**config.mk**
```make
export PLATFORM = sky130hd
export DESIGN_NAME = shv2_front
export DESIGN_NICKNAME = d
export VERILOG_FILES = /design/src/hw/rtl/shv2_pkg.sv /design/src/hw/rtl/shv2_queue.sv /design/src/hw/rtl/shv2_front.sv
export SDC_FILE = /design/constraint.sdc
export NUM_CORES = 1
export LEC_CHECK = 0
export ABC_AREA = 1
export BUFFER_PORTS_ARGS = -buffer_cell sky130_fd_sc_hd__buf_4
export CAP_MARGIN = 20
export CORE_UTILIZATION = 45
export CTS_CLUSTER_SIZE = 25
export DETAILED_ROUTE_END_ITERATION = 8
export GPL_TIMING_DRIVEN = 0
export SYNTH_ARGS = -nofsm -noshare
export SYNTH_HDL_FRONTEND = slang
export SYNTH_HIERARCHICAL = 1
export SYNTH_SLANG_ARGS = --single-unit
export TNS_END_PERCENT = 10
```
**constraint.sdc**
```tcl
create_clock -name clk_i -period 9.4 [get_ports clk_i]
set_clock_uncertainty 0.2 [all_clocks]
set_input_delay 0.47 -clock clk_i [delete_from_list [all_inputs] [get_ports clk_i]]
set_output_delay 0.47 -clock clk_i [all_outputs]
set_load 0.05 [all_outputs]
```
**src/hw/rtl/shv2_pkg.sv**
```systemverilog
// shared types, constants and rotation tables of the 128-bit spooky hash engine
package shv2_pkg;

  localparam logic [63:0] HashK      = 64'hDEAD_BEEF_DEAD_BEEF;
  localparam int          LaneNum    = 12;
  localparam int          BufDepth   = 2 * LaneNum;
  localparam int          BlockBytes = 96;
  localparam int          LongBytes  = 192;
  localparam int          QueueDepth = 4;
  localparam int          CfgIdxW    = 2;

  localparam logic [CfgIdxW-1:0] RegSeedFirst  = 2'd0;
  localparam logic [CfgIdxW-1:0] RegSeedSecond = 2'd1;

  typedef struct packed {
    logic [63:0] data;
    logic [3:0]  nb;
    logic        last;
  } item_t;

  function automatic logic [63:0] rotl64(input logic [63:0] x, input logic [5:0] r);
    logic [127:0] tmp;
    tmp = {x, x} << r;
    return tmp[127:64];
  endfunction

  function automatic logic [5:0] mix_rot(input logic [3:0] i);
    logic [5:0] r;
    unique case (i)
      4'd0:    r = 6'd11;
      4'd1:    r = 6'd32;
      4'd2:    r = 6'd43;
      4'd3:    r = 6'd31;
      4'd4:    r = 6'd17;
      4'd5:    r = 6'd28;
      4'd6:    r = 6'd39;
      4'd7:    r = 6'd57;
      4'd8:    r = 6'd55;
      4'd9:    r = 6'd54;
      4'd10:   r = 6'd22;
      4'd11:   r = 6'd46;
      default: r = 6'd0;
    endcase
    return r;
  endfunction

  function automatic logic [5:0] end_rot(input logic [3:0] i);
    logic [5:0] r;
    unique case (i)
      4'd0:    r = 6'd44;
      4'd1:    r = 6'd15;
      4'd2:    r = 6'd34;
      4'd3:    r = 6'd21;
      4'd4:    r = 6'd38;
      4'd5:    r = 6'd33;
      4'd6:    r = 6'd10;
      4'd7:    r = 6'd13;
      4'd8:    r = 6'd38;
      4'd9:    r = 6'd53;
      4'd10:   r = 6'd42;
      4'd11:   r = 6'd54;
      default: r = 6'd0;
    endcase
    return r;
  endfunction

  function automatic logic [5:0] smix_rot(input logic [3:0] i);
    logic [5:0] r;
    unique case (i)
      4'd0:    r = 6'd50;
      4'd1:    r = 6'd52;
      4'd2:    r = 6'd30;
      4'd3:    r = 6'd41;
      4'd4:    r = 6'd54;
      4'd5:    r = 6'd48;
      4'd6:    r = 6'd38;
      4'd7:    r = 6'd37;
      4'd8:    r = 6'd62;
      4'd9:    r = 6'd34;
      4'd10:   r = 6'd5;
      4'd11:   r = 6'd36;
      default: r = 6'd0;
    endcase
    return r;
  endfunction

  function automatic logic [5:0] send_rot(input logic [3:0] i);
    logic [5:0] r;
    unique case (i)
      4'd0:    r = 6'd15;
      4'd1:    r = 6'd52;
      4'd2:    r = 6'd26;
      4'd3:    r = 6'd51;
      4'd4:    r = 6'd28;
      4'd5:    r = 6'd9;
      4'd6:    r = 6'd47;
      4'd7:    r = 6'd54;
      4'd8:    r = 6'd32;
      4'd9:    r = 6'd25;
      4'd10:   r = 6'd63;
      default: r = 6'd0;
    endcase
    return r;
  endfunction

endpackage

```
**src/hw/rtl/shv2_queue.sv**
```systemverilog
// small first-in first-out queue of classified message words
module shv2_queue #(
  parameter int Depth = shv2_pkg::QueueDepth
) (
  input  logic            clk_i,
  input  logic            rst_ni,
  input  logic            push_i,
  input  shv2_pkg::item_t item_i,
  output logic            full_o,
  input  logic            pop_i,
  output logic            empty_o,
  output shv2_pkg::item_t item_o
);

  localparam int PtrW = (Depth > 1) ? $clog2(Depth) : 1;
  localparam int CntW = $clog2(Depth + 1);

  shv2_pkg::item_t slot_q [Depth];
  logic [PtrW-1:0] wptr_q, wptr_d, rptr_q, rptr_d;
  logic [CntW-1:0] cnt_q, cnt_d;
  logic            do_push, do_pop;

  assign full_o  = (cnt_q == CntW'(Depth));
  assign empty_o = (cnt_q == '0);
  assign item_o  = slot_q[rptr_q];
  assign do_push = push_i && !full_o;
  assign do_pop  = pop_i && !empty_o;

  always_comb begin
    wptr_d = wptr_q;
    rptr_d = rptr_q;
    cnt_d  = cnt_q;
    if (do_push) begin
      wptr_d = (wptr_q == PtrW'(Depth - 1)) ? '0 : wptr_q + PtrW'(1);
    end
    if (do_pop) begin
      rptr_d = (rptr_q == PtrW'(Depth - 1)) ? '0 : rptr_q + PtrW'(1);
    end
    if (do_push && !do_pop) begin
      cnt_d = cnt_q + CntW'(1);
    end else if (do_pop && !do_push) begin
      cnt_d = cnt_q - CntW'(1);
    end
  end

  always_ff @(posedge clk_i or negedge rst_ni) begin
    if (!rst_ni) begin
      wptr_q <= '0;
      rptr_q <= '0;
      cnt_q  <= '0;
    end else begin
      wptr_q <= wptr_d;
      rptr_q <= rptr_d;
      cnt_q  <= cnt_d;
    end
  end

  always_ff @(posedge clk_i) begin
    if (do_push) begin
      slot_q[wptr_q] <= item_i;
    end
  end

endmodule

```
**src/hw/rtl/shv2_front.sv**
```systemverilog
// input side: byte count clamping, tail masking and the word queue
module shv2_front #(
  parameter int QueueDepth = shv2_pkg::QueueDepth
) (
  input  logic            clk_i,
  input  logic            rst_ni,
  input  logic            push,
  output logic            full,
  input  logic [63:0]     word_data_i,
  input  logic [3:0]      valid_bytes_i,
  input  logic            last_word_i,
  input  logic            q_pop_i,
  output logic            q_empty_o,
  output shv2_pkg::item_t q_item_o
);

  shv2_pkg::item_t item;
  logic [3:0]      nb_eff;

  always_comb begin
    nb_eff = (!last_word_i || valid_bytes_i > 4'd8) ? 4'd8 : valid_bytes_i;
    item.nb   = nb_eff;
    item.last = last_word_i;
    for (int k = 0; k < 8; k++) begin
      item.data[8*k +: 8] = (4'(k) < nb_eff) ? word_data_i[8*k +: 8] : 8'd0;
    end
  end

  shv2_queue #(
    .Depth (QueueDepth)
  ) u_queue (
    .clk_i   (clk_i),
    .rst_ni  (rst_ni),
    .push_i  (push),
    .item_i  (item),
    .full_o  (full),
    .pop_i   (q_pop_i),
    .empty_o (q_empty_o),
    .item_o  (q_item_o)
  );

endmodule

```
==> impl_metrics.yaml <==
detailed_routing:
  wl_per_cell_um: 17.2
  met3_wirelength_mm: 1.37
  ant_nets: 0
  wl_met2_mm: 13.5
  vias_per_cell: 4.85
  first_iter_violations: 515
  drc: 0
  vias: 7767
  highest_layer: "met4"
  met1_length_mm: 12.4
  drt_wl_total_mm: 27.6
  dr.pass1.iters: 8
floorplan:
  die_height_um: 169
  coreArea_um2: 27200
  initial_core_util: 0.463
  core.rowCount: 60
  dieArea_um2: 28600
  die_w_um: 169
  ios: 144
synth:
  synth_edf_count: 276
  avgSynthCellArea_um2: 12.3
  synth_top_area_frac: 0.659
  synth_warnings: 6
  synth.distinct_cells: 24
  synthArstFlopShare: 0.0247
  syn_inst: 1019
  synthTopCellsByArea: "edfxtp_1 66%, o211ai_2 8.0%, nand2_1 7.4%"
  synthTopCellsByCount: "276 x edfxtp_1, 249 x nand2_1, 221 x inv_1, 80 x o211ai_2, 58 x o211ai_1"
  syn_area_um2: 12600
  yosysSeqAreaShare: 0.673
  synth_top_cell_by_area: "edfxtp_1"
  syn-num-nets: 1099
  ys_seq_elements: 283
  synth-main-ff-cell: "edfxtp_1"
  yosysMostFrequentCell: "edfxtp_1"
cts:
  cts_tree: "done"
  clock_sinks: 283
  htreeDepth: 1
  post-cts-setup-buffers: 0
  cts_buffers: 30
  ctsHoldBuffers: 3
  root_buffer: "clkbuf_16"
  clk_latency_ps: 540
  clkTransAtPathRegs_ps: 60
  cts_buffer_depth: 3
  cts-resized-gates: 0
status:
  status: "finished, final reports clean"
power_and_ir_drop:
  power_density_nw_per_um2: 358
  combPwrFrac: 0.482
  worst_ir_drop_vdd_mv: 0.270
  switching_power_mw: 2.37
  p_total_mw: 5.49
  power.leakage_nw: 6.54
  intPower_mw: 3.12
  seqPwrFrac: 0.315
  switching_share: 0.431
  clockPowerShare: 0.202
global_route:
  grt_max_degree: 28
  grt_antenna_before_repair: 1
  grt_pass1_wl_mm: 43.0
  grt_overflow: 0
  grt_pass1_vias: 7859
  grt.total_usage: 0.198
job:
  drv_cap: 0
sta:
  slew_viol_final: 0
  timing.setup.tns_ps: 0
  setup_viol: 0
  fmax_mhz: 372
  rsz0062_at_grt: "false"
  period_needed_ps: 2690
  tightest_slew_ps: 690
  finalHoldViolations: 0
  max_slew_margin: 0.539
  min_period_over_period: 0.286
layout:
  area_growth_pct: 22.1
  nets: 1288
  drive_above_1_share: 0.277
  fill_cells: 2319
setup_path:
  cp_max_fo: 10
  critPathLaunchType: "register"
  arrival_ps: 2020
  path_cells: "buf_6 -> inv_4 -> buf_8 -> buf_4 -> o211ai_1 -> nand2_1 -> buf_4"
  worstSetupPathType: "register to primary output"
  critPathMostFrequentCell: "buf_4"
  critPathMaxStageDelay_ps: 390
  worstSetupEndpointType: "primary output"
  required_ps: 8730
  cpMaxStageDelayCell: "dfrtp_1"
  r2r_setup_slack_ps: 6810
worst_hold_path:
  hp-class: "input pin to register"
placed_design:
  place.detailed.hpwl_mm: 18.0
  gp_congestion: 0.708
  numPortBuffers: 143
[metal layers]
metal  track usage  vias to the layer above
met5             0                        -
met4        0.0419                        0
met3        0.0285                       31
met2         0.342                      183
met1         0.265                     3766
li1              -                     3787
[power groups by stage]
stage	Clock (mW)	Sequential [mW]	Combinational, mW
after floorplan	0	1.77	1.83
after global placement	0	1.80	2.59
after detailed placement	0	1.76	2.69
after CTS	1.13	1.73	2.69
after global routing	1.19	1.75	2.83
final	1.11	1.73	2.65
[through the flow]
step | hold WS, ps | instance area, um^2 | util | instances | setup slack, ps
floorplan | -25.6 | 12600 | - | 1019 | 5100
global placement | 89.9 | 14100 | 0.519 | 1534 | 2500
detailed placement | 92.7 | 14400 | 0.530 | 1545 | 6780
CTS | 8.10 | 15400 | 0.565 | 1602 | 6650
global route | 8.53 | 15400 | 0.565 | 1602 | 6610
finish | 29.3 | 15400 | 0.565 | 1603 | 6710
[worst max-delay path: cells and delay by family (launching register included)]
family | cells | cell delay (ps)
buf+inv | 5 | 850
compound gates | 1 | 110
simple gates | 1 | 110
flops | 1 | 390
[cells by family after synthesis]
group	after synthesis	synth area share
adders and majority gates	7	0.00756
and+or+nand+nor	308	0.0998
DFF	283	0.673
xor gates and xnor gates	1	0.000697
buffers and inverters	273	0.101
AOI/OAI and AO/OA	147	0.118
[area by class of cell]
cell class / instances / area [um^2] / share of cell area
multi-input combinational: 463 / 2870 / 0.187
clock buffer: 38 / 802 / 0.0522
antenna: 1 / 2.50 / 0.000163
buffer: 47 / 423 / 0.0275
tap: 372 / 465 / 0.0303
sequential: 283 / 8460 / 0.551
inverter: 226 / 851 / 0.0554
timing repair buffer: 157 / 1350 / 0.0882
clock inverter: 16 / 126 / 0.00823
[cells in the final DEF, fill, tap and decap left out, types with 2 or more instances in the layout]
master | netlist | routed
edfxtp_1 | 276 | 276
nand2_1 | 249 | 249
inv_1 | 221 | 221
buf_4 | 1 | 144
o211ai_2 | 80 | 80
o211ai_1 | 58 | 58
nor2_1 | 40 | 36
clkbuf_16 | 0 | 31
buf_6 | 28 | 28
buf_2 | 17 | 17
nand3_1 | 9 | 9
a21oi_1 | 8 | 8
clkinv_2 | 0 | 8
nor2_4 | 3 | 7
clkbuf_1 | 0 | 7
dfrtp_1 | 7 | 7
buf_12 | 0 | 7
ha_1 | 6 | 6
clkinv_1 | 0 | 5
inv_2 | 4 | 4
buf_16 | 0 | 4
nand3_4 | 3 | 3
dlygate4sd3_1 | 0 | 3
nand2_2 | 2 | 2
bufinv_16 | 0 | 2
[final timing paths]
kind	from	to	depth (start not counted)
worst max-delay path	u_queue/rptr_q[1]	q_item_o[46]	7
worst min-delay path	last_word_i	u_queue/slot_q[1][0]	1
worst max register to register	u_queue/cnt_q[0]	u_queue/slot_q[2][8]	7
worst min register to register	u_queue/cnt_q[2]	u_queue/cnt_q[2]	2
max in group asynchronous	rst_ni	u_queue/rptr_q[0]	2
min in group asynchronous	rst_ni	u_queue/cnt_q[1]	2
[flip-flops by register name (all words and copies together), names as in the netlist]
signal,cells
u_queue/rptr_q,2
u_queue/slot_q,276
u_queue/cnt_q,3
u_queue/wptr_q,2
(Power assumes the default switching activity.)
